`src/hw/rtl/wdsvc_pkg.sv`:
```
// Package for the watchdog service sequencer: word layouts, register codes,
// command helpers and the question answer table. No dependencies.
package wdsvc_pkg;

   localparam int CmdWidth   = 16;
   localparam int RegWidth   = 7;
   localparam int CountWidth = 6;

   // Register addresses of the driver chip.
   localparam logic [RegWidth-1:0] REG_WWD_SERVICE = 7'h15;
   localparam logic [RegWidth-1:0] REG_FWD_RESP    = 7'h16;
   localparam logic [RegWidth-1:0] REG_FWD_SYNC    = 7'h17;
   localparam logic [RegWidth-1:0] REG_WD_DIAG     = 7'h2e;
   localparam logic [RegWidth-1:0] REG_WWD_STAT    = 7'h36;
   localparam logic [RegWidth-1:0] REG_FWD_STAT0   = 7'h37;
   localparam logic [RegWidth-1:0] REG_FWD_STAT1   = 7'h38;
   localparam logic [RegWidth-1:0] REG_TEC_STAT    = 7'h39;

   localparam logic [7:0] WWD_SERVICE_DATA = 8'h03;

   // Input word kinds.
   localparam logic KIND_POLL  = 1'b0;
   localparam logic KIND_REPLY = 1'b1;

   // Configuration register indexes.
   localparam logic CSR_WIN_INTERVAL = 1'b0;
   localparam logic CSR_FUN_PERIOD   = 1'b1;

   localparam logic [15:0] WIN_INTERVAL_RESET = 16'd10;
   localparam logic [15:0] FUN_PERIOD_RESET   = 16'd20;

   // Answer bytes, four per question, row by row.
   localparam logic [7:0] ANSWER_TABLE [64] = '{
      8'hFF, 8'h0F, 8'hF0, 8'h00,  8'hB0, 8'h40, 8'hBF, 8'h4F,
      8'hE9, 8'h19, 8'hE6, 8'h16,  8'hA6, 8'h56, 8'hA9, 8'h59,
      8'h75, 8'h85, 8'h7A, 8'h8A,  8'h3A, 8'hCA, 8'h35, 8'hC5,
      8'h63, 8'h93, 8'h6C, 8'h9C,  8'h2C, 8'hDC, 8'h23, 8'hD3,
      8'hD2, 8'h22, 8'hDD, 8'h2D,  8'h9D, 8'h6D, 8'h92, 8'h62,
      8'hC4, 8'h34, 8'hCB, 8'h3B,  8'h8B, 8'h7B, 8'h84, 8'h74,
      8'h58, 8'hA8, 8'h57, 8'hA7,  8'h17, 8'hE7, 8'h18, 8'hE8,
      8'h4E, 8'hBE, 8'h41, 8'hB1,  8'h01, 8'hF1, 8'h0E, 8'hFE
   };

   typedef struct packed {
      logic [15:0] win_interval;
      logic [15:0] fun_period;
   } cfg_type;

   typedef struct packed {
      logic [15:0] reply_word;
      logic [31:0] now_ticks;
      logic        kind;
   } item_type;

   typedef struct packed {
      logic [CountWidth-1:0] total_error_count;
      logic [CountWidth-1:0] functional_status_count;
      logic [CountWidth-1:0] window_error_count;
      logic                  reconfigure_request;
      logic                  watchdog_healthy;
      logic                  poll_done;
      logic                  send_valid;
      logic [CmdWidth-1:0]   command_word;
   } result_type;

   function automatic logic [CmdWidth-1:0] spi_read_word(input logic [RegWidth-1:0] addr);
      spi_read_word = {8'h00, addr, 1'b0};
   endfunction

   function automatic logic [CmdWidth-1:0] spi_write_word(input logic [RegWidth-1:0] addr,
                                                          input logic [7:0] data);
      spi_write_word = {data, addr, 1'b1};
   endfunction

   function automatic logic [RegWidth-1:0] reply_reg(input logic [CmdWidth-1:0] w);
      reply_reg = w[7:1];
   endfunction

   function automatic logic [CountWidth-1:0] count_of(input logic [CmdWidth-1:0] w);
      count_of = w[13:8];
   endfunction

endpackage

```
`src/hw/rtl/engine_ic_watchdog_service_sequencer_top.sv`:
```
// Top level of the watchdog service sequencer for a 16-bit SPI driver chip.
// Depends on wdsvc_pkg, wdsvc_csr, wdsvc_in_reg and wdsvc_core.
//
//   Channel  Direction  Handshake            Contents
//   req_     in         req_tvalid/tready    poll time or reply word, kind in tuser
//   rsp_     out        rsp_tvalid/tready    command word and status, poll end in tlast
//   csr_     in         csr_we               window interval, functional period
//
// One word is accepted per cycle while the result is not stalled; each word's result is
// valid after the input register and then the result register, around one step of logic.
// Reset is synchronous; it returns the sequencer to idle and the registers to defaults.
// A stalled result holds the core; a new word is then taken only while the input register
// is empty.
module engine_ic_watchdog_service_sequencer_top import wdsvc_pkg::*; #(
   parameter int TIME_WIDTH = 32
) (
   input  logic        clock,
   input  logic        reset,
   input  logic        req_tvalid,
   output logic        req_tready,
   input  logic [47:0] req_tdata,   // now_ticks[31:0], reply_word[47:32]
   input  logic        req_tuser,   // kind
   output logic        rsp_tvalid,
   input  logic        rsp_tready,
   // command_word[15:0], watchdog_healthy[16], reconfigure_request[17],
   // window_error_count[23:18], functional_status_count[29:24],
   // total_error_count[35:30], zero[39:36]
   output logic [39:0] rsp_tdata,
   output logic        rsp_tuser,   // send_valid
   output logic        rsp_tlast,   // poll_done
   input  logic        csr_we,
   input  logic        csr_index,
   input  logic [15:0] csr_wdata
);

   cfg_type    cfg;
   item_type   in_item;
   item_type   item;
   logic       item_vld;
   logic       take;
   result_type res;

   assign in_item.kind       = req_tuser;
   assign in_item.now_ticks  = req_tdata[31:0];
   assign in_item.reply_word = req_tdata[47:32];

   wdsvc_csr u_csr (
      .clock     (clock),
      .reset     (reset),
      .csr_we    (csr_we),
      .csr_index (csr_index),
      .csr_wdata (csr_wdata),
      .cfg       (cfg)
   );

   wdsvc_in_reg u_in_reg (
      .clock    (clock),
      .reset    (reset),
      .in_valid (req_tvalid),
      .in_ready (req_tready),
      .in_item  (in_item),
      .take     (take),
      .item_vld (item_vld),
      .item     (item)
   );

   wdsvc_core #(
      .TIME_WIDTH (TIME_WIDTH)
   ) u_core (
      .clock     (clock),
      .reset     (reset),
      .cfg       (cfg),
      .item_vld  (item_vld),
      .item      (item),
      .take      (take),
      .rsp_ready (rsp_tready),
      .res_vld   (rsp_tvalid),
      .res       (res)
   );

   assign rsp_tdata = {4'b0000,
                       res.total_error_count,
                       res.functional_status_count,
                       res.window_error_count,
                       res.reconfigure_request,
                       res.watchdog_healthy,
                       res.command_word};
   assign rsp_tuser = res.send_valid;
   assign rsp_tlast = res.poll_done;

endmodule

```
`src/hw/rtl/wdsvc_csr.sv`:
```
// Configuration registers of the watchdog service sequencer.
// Depends on wdsvc_pkg for the register indexes and reset values.
module wdsvc_csr import wdsvc_pkg::*; (
   input  logic        clock,
   input  logic        reset,
   input  logic        csr_we,
   input  logic        csr_index,
   input  logic [15:0] csr_wdata,
   output cfg_type     cfg
);

   cfg_type cfg_ff;
   cfg_type cfg_in;

   always_comb begin
      cfg_in = cfg_ff;
      if (csr_we) begin
         unique case (csr_index)
            CSR_WIN_INTERVAL: cfg_in.win_interval = csr_wdata;
            CSR_FUN_PERIOD:   cfg_in.fun_period   = csr_wdata;
            default:          cfg_in = cfg_ff;
         endcase
      end
   end

   always_ff @(posedge clock) begin
      if (reset) begin
         cfg_ff.win_interval <= WIN_INTERVAL_RESET;
         cfg_ff.fun_period   <= FUN_PERIOD_RESET;
      end else begin
         cfg_ff <= cfg_in;
      end
   end

   assign cfg = cfg_ff;

endmodule

```
`src/hw/rtl/wdsvc_in_reg.sv`:
```
// Input register of the watchdog service sequencer: holds one word until
// the sequencer core takes it. Depends on wdsvc_pkg for the word type.
module wdsvc_in_reg import wdsvc_pkg::*; (
   input  logic     clock,
   input  logic     reset,
   input  logic     in_valid,
   output logic     in_ready,
   input  item_type in_item,
   input  logic     take,
   output logic     item_vld,
   output item_type item
);

   logic     vld_ff;
   logic     vld_in;
   item_type item_ff;
   item_type item_in;
   logic     accept;

   // A held word leaving this cycle frees the register for the next one.
   assign in_ready = !vld_ff || take;
   assign accept   = in_valid && in_ready;

   always_comb begin
      vld_in  = vld_ff && !take;
      item_in = item_ff;
      if (accept) begin
         vld_in  = 1'b1;
         item_in = in_item;
      end
   end

   always_ff @(posedge clock) begin
      if (reset) begin
         vld_ff <= 1'b0;
      end else begin
         vld_ff <= vld_in;
      end
      item_ff <= item_in;
   end

   assign item_vld = vld_ff;
   assign item     = item_ff;

endmodule

```
`src/hw/rtl/wdsvc_core.sv`:
```
// Sequencer core: step state, timestamps, status words and healthy flag,
// with the result register. Depends on wdsvc_pkg.
module wdsvc_core import wdsvc_pkg::*; #(
   parameter int TIME_WIDTH = 32
) (
   input  logic       clock,
   input  logic       reset,
   input  cfg_type    cfg,
   input  logic       item_vld,
   input  item_type   item,
   output logic       take,
   input  logic       rsp_ready,
   output logic       res_vld,
   output result_type res
);

   typedef enum logic [3:0] {
      ST_IDLE,
      ST_SERVICE,
      ST_QREAD,
      ST_QECHO,
      ST_ANSWER,
      ST_DIAG_A,
      ST_DIAG_B,
      ST_WWD_READ,
      ST_FWD0_READ,
      ST_TEC_A,
      ST_TEC_B
   } step_type;

   step_type              step_ff, step_in;
   logic [TIME_WIDTH-1:0] last_win_ff, last_win_in;
   logic [TIME_WIDTH-1:0] last_fun_ff, last_fun_in;
   logic                  fun_due_ff, fun_due_in;
   logic [CmdWidth-1:0]   wwd_word_ff, wwd_word_in;
   logic [CmdWidth-1:0]   fwd_word_ff, fwd_word_in;
   logic                  healthy_ff, healthy_in;
   logic                  res_vld_ff, res_vld_in;
   result_type            res_ff, res_in;

   logic [TIME_WIDTH-1:0] now_t;
   logic [TIME_WIDTH-1:0] win_gap;
   logic [TIME_WIDTH-1:0] fun_gap;
   logic                  win_late;
   logic                  fun_late;
   logic                  emit;
   logic                  done;
   logic                  rise;
   logic [CmdWidth-1:0]   cmd;
   logic [7:0]            q_data;
   logic [7:0]            answer;
   logic [RegWidth-1:0]   answer_reg;

   assign take = item_vld && (!res_vld_ff || rsp_ready);

   assign now_t    = TIME_WIDTH'(item.now_ticks);
   assign win_gap  = now_t - last_win_ff;
   assign fun_gap  = now_t - last_fun_ff;
   assign win_late = win_gap > TIME_WIDTH'(cfg.win_interval);
   assign fun_late = fun_gap > TIME_WIDTH'(cfg.fun_period);

   // Question nibble picks the row; the response count picks the column from the right.
   assign q_data     = item.reply_word[15:8];
   assign answer     = ANSWER_TABLE[{q_data[3:0], ~q_data[5:4]}];
   assign answer_reg = (q_data[5:4] != 2'd0) ? REG_FWD_RESP : REG_FWD_SYNC;

   always_comb begin
      step_in     = step_ff;
      last_win_in = last_win_ff;
      last_fun_in = last_fun_ff;
      fun_due_in  = fun_due_ff;
      wwd_word_in = wwd_word_ff;
      fwd_word_in = fwd_word_ff;
      healthy_in  = healthy_ff;
      emit        = 1'b0;
      done        = 1'b0;
      rise        = 1'b0;
      cmd         = '0;

      if (take) begin
         if (item.kind == KIND_POLL) begin
            // A poll during a running sequence is dropped.
            if (step_ff == ST_IDLE) begin
               emit       = 1'b1;
               fun_due_in = fun_late;
               if (fun_late) begin
                  last_fun_in = now_t;
               end
               if (win_late) begin
                  last_win_in = now_t;
                  cmd         = spi_write_word(REG_WWD_SERVICE, WWD_SERVICE_DATA);
                  step_in     = ST_SERVICE;
               end else if (fun_late) begin
                  fun_due_in = 1'b0;
                  cmd        = spi_read_word(REG_FWD_STAT1);
                  step_in    = ST_QREAD;
               end else begin
                  cmd     = spi_read_word(REG_WWD_STAT);
                  step_in = ST_WWD_READ;
               end
            end
         end else begin
            emit = 1'b1;
            unique case (step_ff)
               ST_SERVICE: begin
                  if (fun_due_ff) begin
                     fun_due_in = 1'b0;
                     cmd        = spi_read_word(REG_FWD_STAT1);
                     step_in    = ST_QREAD;
                  end else begin
                     cmd     = spi_read_word(REG_WWD_STAT);
                     step_in = ST_WWD_READ;
                  end
               end
               ST_QREAD: begin
                  cmd     = spi_read_word(REG_WD_DIAG);
                  step_in = ST_QECHO;
               end
               ST_QECHO: begin
                  if (reply_reg(item.reply_word) == REG_FWD_STAT1) begin
                     cmd     = spi_write_word(answer_reg, answer);
                     step_in = ST_ANSWER;
                  end else begin
                     cmd     = spi_read_word(REG_WWD_STAT);
                     step_in = ST_WWD_READ;
                  end
               end
               ST_ANSWER: begin
                  cmd     = spi_read_word(REG_WD_DIAG);
                  step_in = ST_DIAG_A;
               end
               ST_DIAG_A: begin
                  cmd     = spi_read_word(REG_WD_DIAG);
                  step_in = ST_DIAG_B;
               end
               ST_DIAG_B: begin
                  cmd     = spi_read_word(REG_WWD_STAT);
                  step_in = ST_WWD_READ;
               end
               ST_WWD_READ: begin
                  cmd     = spi_read_word(REG_FWD_STAT0);
                  step_in = ST_FWD0_READ;
               end
               ST_FWD0_READ: begin
                  wwd_word_in = item.reply_word;
                  cmd         = spi_read_word(REG_TEC_STAT);
                  step_in     = ST_TEC_A;
               end
               ST_TEC_A: begin
                  fwd_word_in = item.reply_word;
                  cmd         = spi_read_word(REG_TEC_STAT);
                  step_in     = ST_TEC_B;
               end
               ST_TEC_B: begin
                  // The flag only moves when both status replies echo their addresses.
                  if (reply_reg(wwd_word_ff) == REG_WWD_STAT &&
                      reply_reg(fwd_word_ff) == REG_FWD_STAT0) begin
                     healthy_in = (count_of(wwd_word_ff) == '0) &&
                                  (count_of(fwd_word_ff) == '0);
                     rise       = !healthy_ff && healthy_in;
                  end
                  done    = 1'b1;
                  step_in = ST_IDLE;
               end
               default: begin
                  // A reply with no exchange outstanding is dropped.
                  emit    = 1'b0;
                  step_in = ST_IDLE;
               end
            endcase
         end
      end

      res_vld_in = res_vld_ff && !rsp_ready;
      res_in     = res_ff;
      if (take) begin
         res_vld_in                     = emit;
         res_in.command_word            = cmd;
         res_in.send_valid              = !done;
         res_in.poll_done               = done;
         res_in.watchdog_healthy        = healthy_in;
         res_in.reconfigure_request     = rise;
         res_in.window_error_count      = count_of(wwd_word_in);
         res_in.functional_status_count = count_of(fwd_word_in);
         res_in.total_error_count       = done ? count_of(item.reply_word) : '0;
      end
   end

   always_ff @(posedge clock) begin
      if (reset) begin
         step_ff     <= ST_IDLE;
         last_win_ff <= '0;
         last_fun_ff <= '0;
         fun_due_ff  <= 1'b0;
         wwd_word_ff <= '0;
         fwd_word_ff <= '0;
         healthy_ff  <= 1'b0;
         res_vld_ff  <= 1'b0;
      end else begin
         step_ff     <= step_in;
         last_win_ff <= last_win_in;
         last_fun_ff <= last_fun_in;
         fun_due_ff  <= fun_due_in;
         wwd_word_ff <= wwd_word_in;
         fwd_word_ff <= fwd_word_in;
         healthy_ff  <= healthy_in;
         res_vld_ff  <= res_vld_in;
      end
      res_ff <= res_in;
   end

   assign res_vld = res_vld_ff;
   assign res     = res_ff;

   a_poll_gives_result: assert property (@(posedge clock) disable iff (reset)
      (take && item.kind == KIND_POLL && step_ff == ST_IDLE) |=>
         (res_vld_ff && res_ff.send_valid && step_ff != ST_IDLE))
      else $error("poll from idle did not produce a command");

   a_last_returns_idle: assert property (@(posedge clock) disable iff (reset)
      (take && item.kind == KIND_REPLY && step_ff == ST_TEC_B) |=>
         (res_vld_ff && res_ff.poll_done && !res_ff.send_valid && step_ff == ST_IDLE))
      else $error("final status reply did not close the sequence");

   a_healthy_only_at_end: assert property (@(posedge clock) disable iff (reset)
      !(take && item.kind == KIND_REPLY && step_ff == ST_TEC_B) |=> $stable(healthy_ff))
      else $error("healthy flag changed outside the final status step");

   a_request_needs_healthy: assert property (@(posedge clock) disable iff (reset)
      (res_vld_ff && res_ff.reconfigure_request) |->
         (res_ff.poll_done && res_ff.watchdog_healthy && healthy_ff))
      else $error("reconfiguration requested without a healthy flag");

endmodule
```
`config.mk`:
```
export PLATFORM = sky130hd
export DESIGN_NAME = engine_ic_watchdog_service_sequencer_top
export DESIGN_NICKNAME = d
export VERILOG_FILES = /design/src/hw/rtl/wdsvc_pkg.sv /design/src/hw/rtl/engine_ic_watchdog_service_sequencer_top.sv /design/src/hw/rtl/wdsvc_csr.sv /design/src/hw/rtl/wdsvc_in_reg.sv /design/src/hw/rtl/wdsvc_core.sv
export SDC_FILE = /design/constraint.sdc
export NUM_CORES = 1
export LEC_CHECK = 0
export BUFFER_PORTS_ARGS = -buffer_cell sky130_fd_sc_hd__buf_2
export CAP_MARGIN = 25
export CORE_UTILIZATION = 47
export CTS_CLUSTER_DIAMETER = 200
export DETAILED_ROUTE_END_ITERATION = 12
export PLACE_DENSITY = 0.68
export SLEW_MARGIN = 20
export SYNTH_ARGS = -nofsm -noshare
export SYNTH_HDL_FRONTEND = slang
export SYNTH_SLANG_ARGS = --single-unit
```
`constraint.sdc`:
```
create_clock -name clock -period 5.31 [get_ports clock]
set_clock_uncertainty 0.05 [all_clocks]
set_input_delay 0 -clock clock [delete_from_list [all_inputs] [get_ports clock]]
set_output_delay 0 -clock clock [all_outputs]
set_load 0.02 [all_outputs]
```
-- After elaboration in Yosys (flattened, before gate mapping)
Memory sizes are Yosys's and may differ from the RTL's.
Cells that the tools add are included.
- output and inout bits: 44
- memories: 1
- input bits: 71
- logic and storage cells: 119
- ROM bits: 512
- register bits after elaboration: 217
- add/subtract/negate cells: 2
- $lt $le $gt $ge: 3
- eq/ne operators: 14
- mux-type cells: 39
- reductions and logical operators: 32
- bitwise operators: 4
- memories (memory ; depth ; width ; rd ports ; clocked after memory_dff ; write ports ; RTL line ; text):
    (name not given) ; 64 ; 8 ; 1 ; 0 ; 0 ; wdsvc_core.sv:64 ; assign answer = ANSWER_TABLE[{q_data[3:0], ~q_data[5:4]}];
- operators by type and width (cell ; count):
    16-bit case mux with 6 select lines ; 1
    14-bit 2-to-1 mux ; 6
    32-bit by 16-bit > comparator with 1-bit output ; 2
    16-bit 2-to-1 mux ; 4
    32-bit subtractor ; 2
    4-bit case mux with 9 select lines ; 1
    7-bit by 6-bit equality test with 1-bit output (second input constant) ; 3
    1-bit 2-to-1 mux ; 17
    4-bit by 3-bit equality test with 1-bit output (second input constant) ; 4
    8-bit 2-to-1 mux ; 2
    4-bit equality test (second input constant) ; 3
    6-bit logical NOT ; 2
    4-bit 2-to-1 mux ; 3
    3-bit AND reduction ; 4
    5-bit 2-to-1 mux ; 2
    10-bit OR reduction ; 1
    4-bit by 2-bit equality test with 1-bit output (second input constant) ; 2
    4-bit AND reduction ; 2
    7-bit >= comparator (second input constant) ; 1
    1-bit logical AND ; 7
    6-bit NOT with 7-bit output ; 1
    1-bit logical NOT ; 6
    3-bit 2-to-1 mux ; 2
    2-bit AND reduction ; 3
    10 further kinds ; 13

-- Longest topological paths before layout
- word-level depth: 8
- gate-level depth with buffers: 24
- gate-level depth less buffers: 22

-- Modules after synthesis
Synthesis repeated with hierarchy kept, for this count alone.
- cell total of the unflattened synthesis: 1541
- area total of the unflattened synthesis: 13625.6 um^2
- by module, submodules not included (module ; area each (um^2) ; cells an instance ; seq. area each (um^2) ; times used):
    wdsvc_core ; 10696.5 ; 1353 ; 3052.9 ; 1
    wdsvc_in_reg ; 1526.5 ; 54 ; 1491.4 ; 1
    wdsvc_csr ; 1368.8 ; 129 ; 640.6 ; 1
    engine_ic_watchdog_service_sequencer_top ; 33.8 ; 5 ; 0.0 ; 1

-- Worst setup path after synthesis
OpenSTA, ideal clock, no wires.
- kind: register to register
- start: register u_in_reg.item_ff (netlist bit u_in_reg.item[1])
- end: register u_core.last_fun_ff[10]
- stages on the path, launching flop included: 22
- setup time: 0.128 ns
- buffers on the path: 1
- data arrival time: 4.370 ns
- path slack: 0.763 ns
- clock period less this slack: 4.547 ns
- cell sequence: edfxtp_1 -> inv_1 -> ha_1 -> fa_1 -> and2b_1 -> o2111ai_1 -> a211oi_1 -> or2_2 -> xor2_1 -> ha_1 -> nand4_1 -> nor2_1 -> a221o_1 -> a211o_1 -> a21oi_1 -> nand4b_1 -> a2111oi_2 -> nand4_2 -> nand2_4 -> buf_12 -> mux2i_1 -> nor2_1
- cells in the longest elaborated chain, start to end: 3
- ends and longest elaborated chain (item ; RTL line ; text):
    start, declared ; wdsvc_in_reg.sv:16 ; item_type item_ff;
    start signal, assigned ; wdsvc_in_reg.sv:39 ; item_ff <= item_in;
    32-bit subtractor ; wdsvc_core.sv:58 ; assign fun_gap = now_t - last_fun_ff;
    32-bit by 16-bit > comparator with 1-bit output ; wdsvc_core.sv:60 ; assign fun_late = fun_gap > TIME_WIDTH'(cfg.fun_period);
    4-bit AND reduction (no source line) ; - ;
    end signal, assigned ; wdsvc_core.sv:202 ; last_fun_ff <= last_fun_in;
    end, declared ; wdsvc_core.sv:33 ; logic [TIME_WIDTH-1:0] last_fun_ff, last_fun_in;
Every way passes these cells.
A chain may end at the register's enable or synchronous reset.

-- Worst setup path after layout
- start: register u_in_reg.item_ff (netlist bit u_in_reg.item[7])
- end: register u_core.res_ff (netlist bit u_core.res[4]), data pin
- cells in the longest elaborated chain, start to end: 6
- elaborated cells on any way between the ends: 8
- those cells by class: add/sub (2); order compare (2); mux (4)
- ends and longest elaborated chain (item ; RTL line ; text):
    32-bit subtractor ; wdsvc_core.sv:58 ;
    32-bit by 16-bit > comparator with 1-bit output ; wdsvc_core.sv:60 ;
    5-bit 2-to-1 mux ; wdsvc_core.sv:93 ; end else if (fun_late) begin
    16-bit 2-to-1 mux * ; wdsvc_core.sv:89 ; if (win_late) begin
    16-bit 2-to-1 mux * ; wdsvc_core.sv:83 ; if (step_ff == ST_IDLE) begin
    16-bit 2-to-1 mux * ; wdsvc_core.sv:81 ; if (item.kind == KIND_POLL) begin
    named net u_core.cmd[4] ; wdsvc_core.sv:49 ; logic [CmdWidth-1:0] cmd;
    end signal, assigned ; wdsvc_core.sv:209 ; res_ff <= res_in;
    end, declared ; wdsvc_core.sv:39 ; result_type res_ff, res_in;
The timed path passes the listed nets; every way through them passes the cells marked *.

==> metrics.cfg <==
[setup_path]
critPathCaptureType=register
cp.required_ns=5.60
critPathMaxFanout=6
cp.arrival_ns=5.42
startpoint_type=register
critical_path_class=register to register

[placed_design]
placed_cell_area_um2=14000
gp_congestion=0.936
port-buffer-count=106
dp_hpwl_um=24000

[synth]
yosys_most_used_dff=dfxtp_1
synth_cells=1476
synth_cell_types=86
ys_seq_area_frac=0.387
synth_enable_flop_cells=83
synth-warning-count=0
avgSynthCellArea_um2=8.92
synth.cell_area_um2=13200
ys_ff_latch=213
async_flop_share=0

[finish]
area_delta_synth_final_pct=18.9
nNetsFinal=1809
finalInstanceArea_um2=15700
fin_util=0.574
drive_gt1_frac=0.144
fillerInstances=2437

[global_route]
grt_pass1_vias=10800
antenna_found_initial=1
gr-total-overflow=0
grt_usage=0.233
grt_pass1_wl_um=54100
grt_max_degree=91

[clock_tree]
clock_sinks=213
clk_pin_slew_worst_paths_ns=0.06
cts_buffers=25
clkLatencyLatePin_ns=0.52
clockBufferDepth=3
cts_tree=done
cts_root_buf=clkbuf_16
htreeDepth=1

[sta]
worst_slew_pin_slew_ns=0.961
final-setup-viol-count=0
fmax_mhz=195
period_needed_ns=5.13
final_hold_viol_count=0
slew_violations=0
relSlewSlack=0.359
period_share=0.966

[power]
ir_worst_vdd_v=0.000270
power_leakage_nw=6.14
p_per_area_nw_per_um2=282

[flow_run]
maxCapViolCount=0

[die]
pin_count=115
coreArea_um2=27300
initial_core_util=0.483
placement_rows=60
die_w_um=169
die_h_um=169
dieArea_um2=28700

[route]
drt_iter0_drc=743
first_pass_iters=7
ant_nets=0
num_vias=11400
wl_per_cell_um=16.6
via_per_inst=5.61
totalWireLength_um=33700
route.detailed.drc=0

[hold_path]
min_path_type=primary input to register

[run_status]
status=complete, no violations

placed cells by master, fill, tap and decap left out, types with 8 or more instances in the layout:
cell / count
a21oi_1: 143
nand2_1: 141
dfxtp_1: 130
nor2_1: 114
inv_1: 110
buf_2: 105
ha_1: 96
edfxtp_1: 83
dlygate4sd3_1: 74
a21o_1: 56
mux2i_1: 51
nand3_1: 47
o21ai_0: 45
nand4_1: 35
buf_4: 27
clkbuf_16: 25
o21a_1: 24
xnor2_1: 23
xor2_1: 23
nor3_1: 23
nor2b_1: 18
mux2_2: 14
nand2b_1: 12
or3_1: 11
and2_1: 10
o211ai_1: 9
o21bai_1: 9
a21oi_2: 8
nor4_1: 8
or4_1: 8
and3_1: 8
Yosys cell counts (all sizes together) (39+ instances only):
cell / number / area share
a21oi: 151 / 0.058
nand2: 142 / 0.041
dfxtp: 130 / 0.20
nor2: 116 / 0.033
inv: 110 / 0.031
ha: 98 / 0.093
edfxtp: 83 / 0.19
a21o: 56 / 0.032
mux2i: 52 / 0.040
o21ai: 51 / 0.019
clkbuf: 47 / 0.013
nand3: 47 / 0.018
nand4: 39 / 0.020
power breakdown:
| group | total [mW] | internal [mW] | switching [mW] |
|---|---|---|---|
| Clock | 1.66 | 0.992 | 0.668 |
| Sequential | 1.82 | 1.77 | 0.0554 |
| Combinational | 0.929 | 0.387 | 0.542 |
| Total | 4.41 | 3.15 | 1.27 |
worst max-delay path: stages (launching register included):
cell and delay [ns]:
edfxtp_1 0.51, ha_1 0.49, a21oi_1 0.11, o21ai_0 0.46, o31a_1 0.29, xor2_1 0.31
ha_1 0.31, a21o_1 0.16, a21o_1 0.17, a2111oi_1 0.40, a22oi_1 0.23, nor4_1 0.30
nand4b_1 0.15, nor3_2 0.21, and4_1 0.39, nand2_1 0.14, o21ai_0 0.25
through the flow:
stage | hold slack, ns | setup WS, ns | TNS, ns | std cells | power, mW
global placement | 0.126 | 0.299 | 0 | 1905 | 2.70
CTS | 0.0246 | 0.142 | 0 | 2024 | 4.43
finish | 0.0143 | 0.180 | 0 | 2029 | 4.41
floorplan | 0.0489 | 0.763 | 0 | 1480 | 2.48
global route | 0.0371 | -0.0572 | -0.495 | 2029 | 4.63
detailed placement | 0.128 | 0.184 | 0 | 1905 | 2.71
worst paths after layout:
path | from | end | slack (ns) | depth (start not counted)
setup / recovery | u_in_reg.item[7] | u_core.res[4] | 0.18 | 16
hold / removal | csr_we | u_csr.cfg[18] | 0.01 | 4
setup reg to reg | u_in_reg.item[7] | u_core.res[4] | 0.18 | 16
hold reg to reg | u_csr.cfg[26] | u_csr.cfg[26] | 0.40 | 2
metal layers:
| layer | part of all wire | GRT usage | wire length [um] |
|---|---|---|---|
| met1 | 0.46 | 0.307 | 15300 |
| met2 | 0.47 | 0.395 | 15800 |
| met3 | 0.043 | 0.0254 | 1430 |
| met4 | 0.034 | 0.0807 | 1140 |
| met5 | 0 | 0 | 0 |
registers in the layout, indices dropped and copies added, names as in the netlist:
name / flops
u_core.fun_due_ff: 1
u_core.fwd_word_ff: 13
u_core.healthy_ff: 1
u_core.last_fun_ff: 32
u_core.last_win_ff: 32
u_core.res: 37
u_core.res_vld: 1
u_core.step_ff: 4
u_core.wwd_word_ff: 13
u_csr.cfg: 32
u_in_reg.item: 46
u_in_reg.item_vld: 1
cells by family after synthesis:
group,count (synthesis),synth area share
xor gates and xnor gates,47,0.0313
AOI/OAI and AO/OA,388,0.193
adders and majority gates,100,0.0962
other,1,0.000285
muxes,66,0.0515
and+or+nand+nor,471,0.176
buffers and inverters,190,0.0648
DFF,213,0.387
timing repair:
action,CTS,global route
setup buffers,0,4
endpoints found under the hold margin,118,0
resized for setup,0,23
setup endpoints to repair,0,76
hold buffers,74,0
area by class of cell:
class                           count  area [um2]  share of cell area
Tap cell                          372         465              0.0297
Clock inverter                     11         114             0.00728
Multi-Input combinational cell   1077        7350               0.469
Sequential cell                   213        5090               0.326
Timing Repair Buffer              210        1530              0.0979
Antenna cell                        1        2.50            0.000160
Clock buffer                       34         679              0.0434
Inverter                          111         417              0.0266
Note: power is estimated with default switching activity, not from simulation.
